==> src/rtl/dkt_pkg.sv <==
// Package with the shared types, widths and codes of the demux key table.
package dkt_pkg;

  localparam int TABLE_DEPTH = 16;
  localparam int KEY_BYTES = 7;

  localparam int KEY_W = 56;
  localparam int HAND_W = 4;
  localparam int FEED_W = 8;
  localparam int SEQ_W = 32;
  localparam int ENTRY_W = KEY_W + HAND_W + FEED_W + SEQ_W;

  localparam int IDX_W = (TABLE_DEPTH > 1) ? $clog2(TABLE_DEPTH) : 1;
  localparam int CNT_W = $clog2(TABLE_DEPTH + 1);

  localparam logic [KEY_W-1:0] KEY_MASK = KEY_W'((65'd1 << (8 * KEY_BYTES)) - 65'd1);

  localparam logic [1:0] ACT_ARM = 2'd0;
  localparam logic [1:0] ACT_REMOVE = 2'd1;
  localparam int ACT_LOOKUP_BIT = 1;

  localparam logic [1:0] ST_OK = 2'd0;
  localparam logic [1:0] ST_FULL = 2'd1;
  localparam logic [1:0] ST_ABSENT = 2'd2;

  typedef struct packed {
    logic [KEY_W-1:0]  key;
    logic [HAND_W-1:0] handler;
    logic [FEED_W-1:0] feed;
    logic [SEQ_W-1:0]  seq;
  } entry_t;

  typedef enum logic [2:0] {
    S_IDLE,
    S_SCAN,
    S_WRITE,
    S_SH_RD,
    S_SH_WR,
    S_FINISH
  } state_t;

  typedef struct packed {
    logic       start;
    logic       scan_step;
    logic       scan_end;
    logic [1:0] code;
    logic       wr_arm;
    logic       sh_read;
    logic       sh_write;
    logic       cnt_dec;
    logic       load_result;
  } cmd_t;

  typedef struct packed {
    logic is_lookup;
    logic is_remove;
    logic hit;
    logic exhausted;
    logic full;
    logic sh_more;
    logic out_free;
  } stat_t;

endpackage

==> src/rtl/dkt_ram.sv <==
// Generic single write port, single read port RAM with registered read data.
module dkt_ram #(
  parameter int WIDTH = 8,
  parameter int DEPTH = 16,
  localparam int AW = (DEPTH > 1) ? $clog2(DEPTH) : 1
) (
  input  logic             clk,
  input  logic             wr_en,
  input  logic [AW-1:0]    wr_addr,
  input  logic [WIDTH-1:0] wr_data,
  input  logic             rd_en,
  input  logic [AW-1:0]    rd_addr,
  output logic [WIDTH-1:0] rd_data
);

  logic [WIDTH-1:0] mem [DEPTH];

  always_ff @(posedge clk) begin
    if (wr_en) begin
      mem[wr_addr] <= wr_data;
    end
    if (rd_en) begin
      rd_data <= mem[rd_addr];
    end
  end

endmodule

==> src/rtl/dkt_ctrl.sv <==
// Controller state machine that sequences the scan, update and shift of the key table.
module dkt_ctrl (
  input  logic            clk,
  input  logic            rst,
  input  logic            in_valid,
  output logic            in_stall,
  input  dkt_pkg::stat_t  stat,
  output dkt_pkg::cmd_t   cmd
);

  dkt_pkg::state_t state;
  dkt_pkg::state_t state_next;

  always_ff @(posedge clk) begin
    if (rst) begin
      state <= dkt_pkg::S_IDLE;
    end else begin
      state <= state_next;
    end
  end

  always_comb begin
    state_next = state;
    case (state)
      dkt_pkg::S_IDLE: begin
        if (in_valid) begin
          state_next = dkt_pkg::S_SCAN;
        end
      end
      dkt_pkg::S_SCAN: begin
        if (stat.hit || stat.exhausted) begin
          if (stat.is_lookup) begin
            state_next = dkt_pkg::S_FINISH;
          end else if (stat.is_remove) begin
            state_next = stat.hit ? dkt_pkg::S_SH_RD : dkt_pkg::S_FINISH;
          end else begin
            state_next = (stat.hit || !stat.full) ? dkt_pkg::S_WRITE : dkt_pkg::S_FINISH;
          end
        end
      end
      dkt_pkg::S_WRITE: begin
        state_next = dkt_pkg::S_FINISH;
      end
      dkt_pkg::S_SH_RD: begin
        state_next = stat.sh_more ? dkt_pkg::S_SH_WR : dkt_pkg::S_FINISH;
      end
      dkt_pkg::S_SH_WR: begin
        state_next = dkt_pkg::S_SH_RD;
      end
      dkt_pkg::S_FINISH: begin
        if (stat.out_free) begin
          state_next = dkt_pkg::S_IDLE;
        end
      end
      default: begin
        state_next = dkt_pkg::S_IDLE;
      end
    endcase
  end

  always_comb begin
    cmd = '0;
    in_stall = 1'b1;
    case (state)
      dkt_pkg::S_IDLE: begin
        in_stall = 1'b0;
        cmd.start = in_valid;
      end
      dkt_pkg::S_SCAN: begin
        cmd.scan_step = 1'b1;
        if (stat.hit || stat.exhausted) begin
          cmd.scan_end = 1'b1;
          if (stat.is_lookup || stat.is_remove) begin
            cmd.code = stat.hit ? dkt_pkg::ST_OK : dkt_pkg::ST_ABSENT;
          end else begin
            cmd.code = (stat.hit || !stat.full) ? dkt_pkg::ST_OK : dkt_pkg::ST_FULL;
          end
        end
      end
      dkt_pkg::S_WRITE: begin
        cmd.wr_arm = 1'b1;
      end
      dkt_pkg::S_SH_RD: begin
        cmd.sh_read = stat.sh_more;
        cmd.cnt_dec = !stat.sh_more;
      end
      dkt_pkg::S_SH_WR: begin
        cmd.sh_write = 1'b1;
      end
      dkt_pkg::S_FINISH: begin
        cmd.load_result = stat.out_free;
      end
      default: begin
        cmd = '0;
      end
    endcase
  end

endmodule

==> src/rtl/dkt_dpath.sv <==
// Datapath with the entry memory, scan and shift pointers, count and result register.
module dkt_dpath (
  input  logic                        clk,
  input  logic                        rst,
  input  dkt_pkg::cmd_t               cmd,
  output dkt_pkg::stat_t              stat,
  input  logic [1:0]                  action,
  input  logic [dkt_pkg::KEY_W-1:0]   key,
  input  logic [dkt_pkg::HAND_W-1:0]  handler_id,
  input  logic [dkt_pkg::FEED_W-1:0]  feed_ref,
  input  logic [dkt_pkg::SEQ_W-1:0]   seq_in,
  output logic                        out_valid,
  input  logic                        out_stall,
  output logic [1:0]                  status,
  output logic [dkt_pkg::HAND_W-1:0]  handler_out,
  output logic [dkt_pkg::FEED_W-1:0]  feed_out,
  output logic [dkt_pkg::SEQ_W-1:0]   seq_out
);

  logic [1:0]                  op_act;
  dkt_pkg::entry_t             op_entry;
  logic [dkt_pkg::CNT_W-1:0]   count;
  logic [dkt_pkg::CNT_W-1:0]   idx;
  logic                        rd_vld;
  logic [dkt_pkg::IDX_W-1:0]   cmp_idx;
  logic                        hit_flag;
  logic [dkt_pkg::IDX_W-1:0]   hit_slot;
  dkt_pkg::entry_t             hit_data;
  logic [dkt_pkg::IDX_W-1:0]   sh_ptr;
  logic [1:0]                  code;

  logic                        can_issue;
  logic                        scan_hit;
  logic [dkt_pkg::CNT_W-1:0]   sh_next;
  logic                        rd_en;
  logic [dkt_pkg::IDX_W-1:0]   rd_addr;
  logic [dkt_pkg::ENTRY_W-1:0] rd_data;
  dkt_pkg::entry_t             rd_entry;
  logic                        wr_en;
  logic [dkt_pkg::IDX_W-1:0]   wr_addr;
  logic [dkt_pkg::ENTRY_W-1:0] wr_data;
  logic                        out_free;

  assign rd_entry  = dkt_pkg::entry_t'(rd_data);
  assign can_issue = idx < count;
  assign scan_hit  = rd_vld && (rd_entry.key == op_entry.key);
  assign sh_next   = dkt_pkg::CNT_W'(sh_ptr) + dkt_pkg::CNT_W'(1);
  assign out_free  = !out_valid || !out_stall;

  assign rd_en   = (cmd.scan_step && can_issue && !scan_hit) || cmd.sh_read;
  assign rd_addr = cmd.sh_read ? sh_next[dkt_pkg::IDX_W-1:0] : idx[dkt_pkg::IDX_W-1:0];
  assign wr_en   = cmd.wr_arm || cmd.sh_write;
  assign wr_addr = cmd.sh_write ? sh_ptr :
                   (hit_flag ? hit_slot : count[dkt_pkg::IDX_W-1:0]);
  assign wr_data = cmd.sh_write ? rd_data : op_entry;

  assign stat.is_lookup = op_act[dkt_pkg::ACT_LOOKUP_BIT];
  assign stat.is_remove = (op_act == dkt_pkg::ACT_REMOVE);
  assign stat.hit       = scan_hit;
  assign stat.exhausted = !rd_vld && (idx == count);
  assign stat.full      = (count == dkt_pkg::CNT_W'(dkt_pkg::TABLE_DEPTH));
  assign stat.sh_more   = sh_next < count;
  assign stat.out_free  = out_free;

  dkt_ram #(
    .WIDTH (dkt_pkg::ENTRY_W),
    .DEPTH (dkt_pkg::TABLE_DEPTH)
  ) u_entries (
    .clk     (clk),
    .wr_en   (wr_en),
    .wr_addr (wr_addr),
    .wr_data (wr_data),
    .rd_en   (rd_en),
    .rd_addr (rd_addr),
    .rd_data (rd_data)
  );

  always_ff @(posedge clk) begin
    if (cmd.start) begin
      op_act           <= action;
      op_entry.key     <= key & dkt_pkg::KEY_MASK;
      op_entry.handler <= handler_id;
      op_entry.feed    <= feed_ref;
      op_entry.seq     <= seq_in;
    end
    if (cmd.scan_step) begin
      cmp_idx <= idx[dkt_pkg::IDX_W-1:0];
      if (scan_hit) begin
        hit_slot <= cmp_idx;
        hit_data <= rd_entry;
        sh_ptr   <= cmp_idx;
      end
    end
    if (cmd.sh_write) begin
      sh_ptr <= sh_next[dkt_pkg::IDX_W-1:0];
    end
    if (cmd.scan_end) begin
      code <= cmd.code;
    end
    if (cmd.load_result) begin
      status <= code;
      if (stat.is_lookup && hit_flag) begin
        handler_out <= hit_data.handler;
        feed_out    <= hit_data.feed;
        seq_out     <= hit_data.seq;
      end else begin
        handler_out <= '0;
        feed_out    <= '0;
        seq_out     <= '0;
      end
    end
  end

  always_ff @(posedge clk) begin
    if (rst) begin
      count     <= '0;
      idx       <= '0;
      rd_vld    <= 1'b0;
      hit_flag  <= 1'b0;
      out_valid <= 1'b0;
    end else begin
      if (cmd.start) begin
        idx      <= '0;
        rd_vld   <= 1'b0;
        hit_flag <= 1'b0;
      end else if (cmd.scan_step) begin
        rd_vld <= can_issue && !scan_hit;
        if (can_issue && !scan_hit) begin
          idx <= idx + dkt_pkg::CNT_W'(1);
        end
        if (scan_hit) begin
          hit_flag <= 1'b1;
        end
      end
      if (cmd.wr_arm && !hit_flag) begin
        count <= count + dkt_pkg::CNT_W'(1);
      end else if (cmd.cnt_dec) begin
        count <= count - dkt_pkg::CNT_W'(1);
      end
      if (cmd.load_result) begin
        out_valid <= 1'b1;
      end else if (!out_stall) begin
        out_valid <= 1'b0;
      end
    end
  end

  a_count_bound : assert property (@(posedge clk) disable iff (rst)
    count <= dkt_pkg::CNT_W'(dkt_pkg::TABLE_DEPTH))
    else $error("Entry count exceeds the table depth.");

  a_scan_bound : assert property (@(posedge clk) disable iff (rst)
    cmd.scan_step |-> idx <= count)
    else $error("Scan pointer ran past the live entries.");

  a_append_room : assert property (@(posedge clk) disable iff (rst)
    (cmd.wr_arm && !hit_flag) |-> !stat.full)
    else $error("Append issued into a full table.");

  a_shift_live : assert property (@(posedge clk) disable iff (rst)
    cmd.sh_write |-> sh_next < count)
    else $error("Shift wrote beyond the live entries.");

  a_load_free : assert property (@(posedge clk) disable iff (rst)
    cmd.load_result |-> out_free)
    else $error("Result loaded over a word still waiting to be taken.");

endmodule

==> src/rtl/demux_key_table.sv <==
// Top level of the demux key table: exact-match key to handler lookup with arm and remove.
// One item at a time; the entries sit in a one-port-read RAM walked one slot per cycle.
// Lookup scans from slot 0 until a key hits or the live entries end, then loads the result
// word once the output is free. Arm adds a write step if it stores; remove moves each later
// entry down by a read and a write step. A new word is accepted the cycle after the result
// loads. Reset empties the table and clears control state; entry contents are not cleared.
module demux_key_table (
  input  logic                        clk,
  input  logic                        rst,
  input  logic                        in_valid,
  output logic                        in_stall,
  input  logic [1:0]                  action,
  input  logic [dkt_pkg::KEY_W-1:0]   key,
  input  logic [dkt_pkg::HAND_W-1:0]  handler_id,
  input  logic [dkt_pkg::FEED_W-1:0]  feed_ref,
  input  logic [dkt_pkg::SEQ_W-1:0]   seq_in,
  output logic                        out_valid,
  input  logic                        out_stall,
  output logic [1:0]                  status,
  output logic [dkt_pkg::HAND_W-1:0]  handler_out,
  output logic [dkt_pkg::FEED_W-1:0]  feed_out,
  output logic [dkt_pkg::SEQ_W-1:0]   seq_out
);

  dkt_pkg::cmd_t  cmd;
  dkt_pkg::stat_t stat;

  dkt_ctrl u_ctrl (
    .clk      (clk),
    .rst      (rst),
    .in_valid (in_valid),
    .in_stall (in_stall),
    .stat     (stat),
    .cmd      (cmd)
  );

  dkt_dpath u_dpath (
    .clk         (clk),
    .rst         (rst),
    .cmd         (cmd),
    .stat        (stat),
    .action      (action),
    .key         (key),
    .handler_id  (handler_id),
    .feed_ref    (feed_ref),
    .seq_in      (seq_in),
    .out_valid   (out_valid),
    .out_stall   (out_stall),
    .status      (status),
    .handler_out (handler_out),
    .feed_out    (feed_out),
    .seq_out     (seq_out)
  );

endmodule

==> config.mk <==
export PLATFORM = sky130hd
export DESIGN_NAME = demux_key_table
export DESIGN_NICKNAME = d
export VERILOG_FILES = /design/src/rtl/dkt_pkg.sv /design/src/rtl/dkt_ram.sv /design/src/rtl/dkt_ctrl.sv /design/src/rtl/dkt_dpath.sv /design/src/rtl/demux_key_table.sv
export SDC_FILE = /design/constraint.sdc
export NUM_CORES = 2
export LEC_CHECK = 0
export BUFFER_PORTS_ARGS = -buffer_cell sky130_fd_sc_hd__buf_2
export CAP_MARGIN = 10
export CORE_ASPECT_RATIO = 1.4
export CORE_MARGIN = 4
export CORE_UTILIZATION = 40
export DETAILED_ROUTE_END_ITERATION = 7
export PLACE_DENSITY_LB_ADDON = 0.05
export SLEW_MARGIN = 20
export SYNTH_ARGS = -nofsm -noshare
export SYNTH_HDL_FRONTEND = slang
export SYNTH_SLANG_ARGS = --single-unit
==> constraint.sdc <==
create_clock -name clk -period 19.3 [get_ports clk]
set_input_delay 3.86 -clock clk [delete_from_list [all_inputs] [get_ports clk]]
set_output_delay 3.86 -clock clk [all_outputs]
set_load 0.005 [all_outputs]
; After elaboration in Yosys (flattened, before gate mapping)
; Memory sizes are Yosys's and may differ from the RTL's. A register that Yosys moved wholly into a read port is not among the register bits.
; Cells that the tools add are included.
[op_classes]
add_sub_neg = 4
n_eq_ne = 13
n_reduce_logical = 30
order_cmp = 2
mux = 34
[op_table]
columns = cell, count
row1 = 100-bit two-way mux, 1
row2 = 56-bit equality test, 1
row3 = 4-bit two-way mux, 7
row4 = 3-bit two-way mux, 8
row5 = 3-bit one-hot mux with 6 select lines, 1
row6 = 1-bit two-way mux, 13
row7 = 5-bit by 1-bit adder with 5-bit output (second input constant), 2
row8 = 5-bit < comparator, 2
row9 = 5-bit two-way mux, 2
row10 = 2-bit AND reduction, 4
row11 = 1-bit logical AND, 7
row12 = 1-bit zero test, 7
row13 = 3-bit by 2-bit equality test with 1-bit output (second input constant), 2
row14 = 3-bit equality test (second input constant), 2
row15 = 1-bit logical OR, 6
row16 = 2-bit by 1-bit != test with 1-bit output (second input constant), 3
row17 = 2-bit nonzero test, 3
row18 = 4-bit by 1-bit adder with 5-bit output (second input constant), 1
row19 = 5-bit equality test, 1
row20 = 5-bit equality test (second input constant), 1
row21 = 5-bit by 1-bit subtractor with 5-bit output (second input constant), 1
row22 = 2-bit two-way mux, 2
row23 = 3-bit by 1-bit equality test with 1-bit output (second input constant), 1
row24 = 3-bit zero test, 1
row25 = 4 further kinds, 4
[word_totals]
ff_bits = 222
input_bits = 106
word_cells = 106
mem_count = 1
ram_bits = 1600
output_inout_bits = 48
[mem_list]
columns = name, words, width, read_ports, rd_ports_with_merged_regs, write_ports, line_no
row1 = u_dpath.u_entries.mem, 16, 100, 1, 1, 1, dkt_ram.sv:16  ; logic [WIDTH-1:0] mem [DEPTH];

; Logic depth before layout (Yosys ltp)
[depth]
depth_word = 10
mapped_depth = 14
mapped_depth_nobuf = 11

; Cells and area by module
; From an unflattened synthesis, not the netlist that was laid out.
[hier_totals]
cells_unflattened = 3213
hier_area_um2 = 72593.4
[modules_own_cells]
columns = module, cells_each, area_each_um2, seq_area_each_um2, instances
row1 = dkt_ram, 2560, 62779.0, 51049.0, 1
row2 = dkt_dpath, 613, 9515.4, 6446.2, 1
row3 = dkt_ctrl, 40, 299.0, 60.1, 1

; Worst setup path before layout
; OpenSTA, ideal clock, no wires.
[synth_path]
path_kind = input -> register
startpoint = input in_valid
endpoint = register u_dpath.idx[3] (netlist bit)
cell_stages = 5
t_arrival_ns = 7.222
slack_ns = 11.962
path_buffers = 0
t_required_ns = 19.184
setup_ns = 0.116
cell_sequence = and2_1 > nor2_1 > nand2_1 > a21oi_1 > a31o_2
[synth_between]
elab_chain_cells = 2
[synth_rtl]
columns = element, line_no
row1 = start: declaration, demux_key_table.sv:10  ; input logic in_valid,
row2 = 1-bit two-way mux, dkt_ctrl.sv:64  ; case (state)
row3 = 2-bit OR reduction (no line), --
row4 = end signal: assignment, dkt_dpath.sv:129  ; idx <= idx + dkt_pkg::CNT_W'(1);
row5 = end: declaration, dkt_dpath.sv:23  ; logic [dkt_pkg::CNT_W-1:0] idx;
; Every way passes these cells.
; A chain may end at the register's enable or synchronous reset.

; Final worst setup path
[layout_path]
startpoint = register u_dpath.sh_ptr[0] (netlist bit)
endpoint = register u_dpath.u_entries.rd_data[51] (read register of u_dpath.u_entries.mem), data pin
[layout_between]
elab_chain_cells = 4
elab_cells_between_ends = 5
classes_between = add/sub: 1 / order compare: 1 / mux: 2 / reduce/logical: 1
[layout_rtl]
columns = element, line_no
row1 = start: declaration, dkt_dpath.sv:29  ; logic [dkt_pkg::IDX_W-1:0] sh_ptr;
row2 = start signal: assignment, dkt_dpath.sv:91  ; sh_ptr <= cmp_idx;
row3 = start signal: assignment, dkt_dpath.sv:95  ; sh_ptr <= sh_next[dkt_pkg::IDX_W-1:0];
row4 = 4-bit by 1-bit adder with 5-bit output (*), dkt_dpath.sv:47  ; assign sh_next = dkt_pkg::CNT_W'(sh_ptr) + dkt_pkg::CNT_W'(1);
row5 = 5-bit < comparator, dkt_dpath.sv:62  ; assign stat.sh_more = sh_next < count;
row6 = 1-bit two-way mux, dkt_ctrl.sv:64
row7 = 4-bit two-way mux or 1-bit logical OR (tied branches), "dkt_dpath.sv:51, dkt_dpath.sv:50"
row8 = end: declaration, dkt_ram.sv:13  ; output logic [WIDTH-1:0] rd_data
; Every way passes the cells marked *; elsewhere a longest branch is shown, timed or not.

==> results.md <==
* Status: completed
* Hold EP: u_dpath.status[1]$_DFFE_PP_
* P_sw at 2.893 mW
* Hold Buf Count CTS at 0
* Num Clock Sinks at 1,922
* Port Buffers at 153
* Most common cell after layout, fill and taps aside: edfxtp_1
* Worst hold path startpoint: u_dpath.code[1]$_SDFFCE_PN0P_
* Mapped Nets at 4,198
* CP endpoint kind: flop
* DR pass1 iterations at 5
* Worst slew pin tran at 1.153 ns
* Critical-path cell list: ha_1 > xnor2_1 > inv_1 > ha_1 > a21oi_1 > o21ai_2 > o41ai_4 > mux2_8 > buf_12 > buf_4 > buf_12 > mux2i_1 > o22ai_1 > or4_1
* Fillers at 15,610
* Via count at 37,430
* Max FO, Critical Path at 124
* Final wirelength at 202,600 µm
* Overflow after GRT at 0
* Comb power frac at 0.157
* Min Tclk post-route at 7.386 ns
* Final net count at 4,394
* Crit-path max cell delay at 0.95 ns
* Pint at 7.792 mW
* Final HPWL DP at 91,990 µm
* Starting DRC count in detailed routing at 3,206
* YS warnings at 0
* CTS H-tree lvls at 4
* Cts bufs inserted at 189
* Drt wl/cell at 29.54 µm
* Syn Std Cell Area at 73,540 µm²
* Period utilization at 0.3827
* Main synth FF type: edfxtp_1
* Synth Register Bits at 1,922
* Hold Path Stages at 0
* Commonest cells after routing, fill and taps aside: 1,906 x edfxtp_1, 808 x mux2i_1, 402 x o22ai_1
* Top cells by area, synth: edfxtp_1 78%, mux2i_1 11%, o22ai_1 3.4%
* Worst reg-to-reg setup slack at 11.91 ns
* CTS tree: built
* Post-synth top area cell: edfxtp_1
* Largest net degree at the start of global routing at 125
* Slowest CP cell: mux2_8
* Reg clk slew, reported paths at 0.06 ns
* Post-DRT Antenna Nets at 0
* CP Class: flop to flop
* Power per cell area at 129.0 nW/µm²
* Core box area at 182,200 µm²
* Overall Global Routing Usage at 0.2095
* DR vias/cell at 5.457
* Effective utilization at floorplan at 0.4037
* Yosys top cell area share at 0.7782
* Site row count at 185
* Residual DRC count at 0
* Num ports at 154
* Sequential area share after synthesis at 0.7826
* Die H at 515.4 µm
* Sw Share at 0.2708
* Setup violations, final at 0
* Pins over their slew limit at 0
* Total die area at 190,900 µm²
* RSZ-0062 raised after global routing: no
* Count of different cell masters after synthesis at 55
* Vias in the first global route at 37,610
* F_max at 135.4 MHz
* Post-CTS sizing at 0
* P_leak at 32.07 nW
* First-pass GRT wire length at 283,700 µm
* GPL Wtd Cong at 0.7306
* R2r startpoint: u_dpath.sh_ptr[0]$_DFFE_PP_
* Max cap viols at 0
* Peak VDD IR at 0.08514 mV
* Clock Tree Buf Depth at 3
* Slew headroom at 0.2312
* Setup TNS Final at 0 ns
* Mapped Avg Cell Area at 18.04 µm²
* Async SR Flop Fraction at 0
* Layout cells sized above 1 at 0.1170
* Seq pwr share at 0.513
* Worst hold path type: flop to flop
* Worst EP arrival at 7.92 ns
* Worst skew pair latency at 0.82 ns
* Overall power at 10.69 mW
* Worst R2R Path Depth at 14
* Root buffer selected by CTS: clkbuf_16
* Worst Skew at 0.02586 ns
* Final Hold Fails at 0
* Req. time, crit path at 19.83 ns
* Initial antenna violation count at 11
* Worst setup SP type: flop
* EDFF count, synth at 1,906
* Layout area overhead at 12.62%
* Die W at 370.4 µm
* Clock power share at 0.329
* R2R Path End: u_dpath.u_entries.rd_data[51]$_DFFE_PP_
* Synthesized instance count at 4,077
* Setup bufs post-CTS at 0
## area by class of cell
class,instances,area [µm²],area share
Timing Repair Buffer,226,1501,0.01813
Tap cell,2431,3042,0.03673
Clock buffer,233,4969,0.05999
Inverter,12,45.04,0.0005439
Multi-Input combinational cell,1922,14850,0.1794
Antenna cell,1,2.502,0.00003021
Sequential cell,1922,57560,0.6949
Clock inverter,111,852.1,0.01029
## routing by layer
layer	vias up	routed length (µm)	track usage
met3	222	8490	0.02906
met2	826	99400	0.3509
met5	-	0	0
li1	16630	-	-
met4	0	3653	0.04509
met1	19750	91010	0.2925
## logic make-up after synthesis
kind of cell	share of synthesized area
AO/OA/AOI/OAI	0.03993
AND/OR/NAND/NOR	0.03813
XOR/XNOR	0.007264
flip-flops	0.7826
adder cells (fa/ha/maj)	0.002654
multiplexers	0.1102
buffers and inverters	0.01926
## flip-flops by register name, indices dropped and copies added (netlist names), 2 cells and up
name                       cells
u_ctrl.state                   3
u_dpath.hit_slot               4
u_dpath.feed_out               8
u_dpath.code                   2
u_dpath.u_entries.rd_data    100
u_dpath.op_act                 2
u_dpath.handler_out            4
u_dpath.hit_data              44
u_dpath.status                 2
u_dpath.idx                    5
u_dpath.u_entries.mem       1600
u_dpath.sh_ptr                 4
u_dpath.op_entry             100
u_dpath.seq_out               32
u_dpath.count                  5
u_dpath.cmp_idx                4
## worst max path at each step
| stage | slack [ns] | end | depth (start not counted) | from |
|---|---|---|---|---|
| final | 11.91 | u_dpath.u_entries.rd_data[51]$_DFFE_PP_ | 14 | u_dpath.sh_ptr[0]$_DFFE_PP_ |
| after global routing | 11.51 | u_dpath.u_entries.rd_data[64]$_DFFE_PP_ | 14 | u_dpath.sh_ptr[0]$_DFFE_PP_ |
| after CTS | 11.86 | u_dpath.u_entries.rd_data[60]$_DFFE_PP_ | 14 | u_dpath.sh_ptr[0]$_DFFE_PP_ |
| after detailed placement | 11.88 | u_dpath.u_entries.rd_data[60]$_DFFE_PP_ | 14 | u_dpath.sh_ptr[0]$_DFFE_PP_ |
| after global placement | 12.02 | u_dpath.u_entries.rd_data[60]$_DFFE_PP_ | 14 | u_dpath.sh_ptr[0]$_DFFE_PP_ |
| after floorplan | 11.96 | u_dpath.idx[3]$_SDFFE_PP0P_ | 5 | in_valid |
## stage by stage
step | cells | util | setup slack [ns] | instance area (µm²) | hold WS [ns]
floorplan | 4077 | - | 11.96 | 73540 | 0.4003
global placement | 6513 | 0.4226 | 12.02 | 76990 | 0.4012
detailed placement | 6513 | 0.4227 | 11.88 | 77000 | 0.4063
CTS | 6857 | 0.4546 | 11.86 | 82820 | 0.4275
global route | 6858 | 0.4546 | 11.51 | 82820 | 0.4487
finish | 6858 | 0.4546 | 11.91 | 82820 | 0.4280
## cell usage after synthesis (2+ instances only)
library cell,number
edfxtp_1,1906
mux2i_1,808
o22ai_1,402
nand2_1,334
or4_1,101
clkbuf_1,79
buf_6,48
and3_1,46
buf_2,46
nor2_1,38
buf_4,32
xnor2_1,32
xor2_1,29
a21oi_1,19
dfxtp_1,16
ha_1,14
buf_1,13
inv_1,12
nor3_1,10
o21ai_0,9
nand4_1,8
nor4_1,8
a21o_1,7
nand3_1,7
a31oi_1,5
and2_1,4
a31o_2,3
clkbuf_2,3
nand3b_1,3
o21a_1,3
a21oi_2,2
and4b_1,2
nor2b_1,2
nor4b_1,2
o21ai_2,2
or2_2,2
or3_1,2
## worst max-delay path, delay by kind of cell, from the launching register on
family	cells	cell delay (ns)
compound gates	4	1.11
flops	1	0.50
xor+xnor	1	0.33
buf+inv	4	2.56
fa+ha+maj	2	0.58
simple gates	1	0.55
mux	2	1.21
## power groups by stage
stage	Sequential (mW)	Combinational, mW	Clock (mW)
finish	5.49	1.68	3.52
global route	5.51	1.84	3.79
CTS	5.49	1.71	3.61
detailed placement	5.57	1.71	0
global placement	5.57	1.69	0
floorplan	5.54	1.13	0
Power figures use the tool's default switching activity.
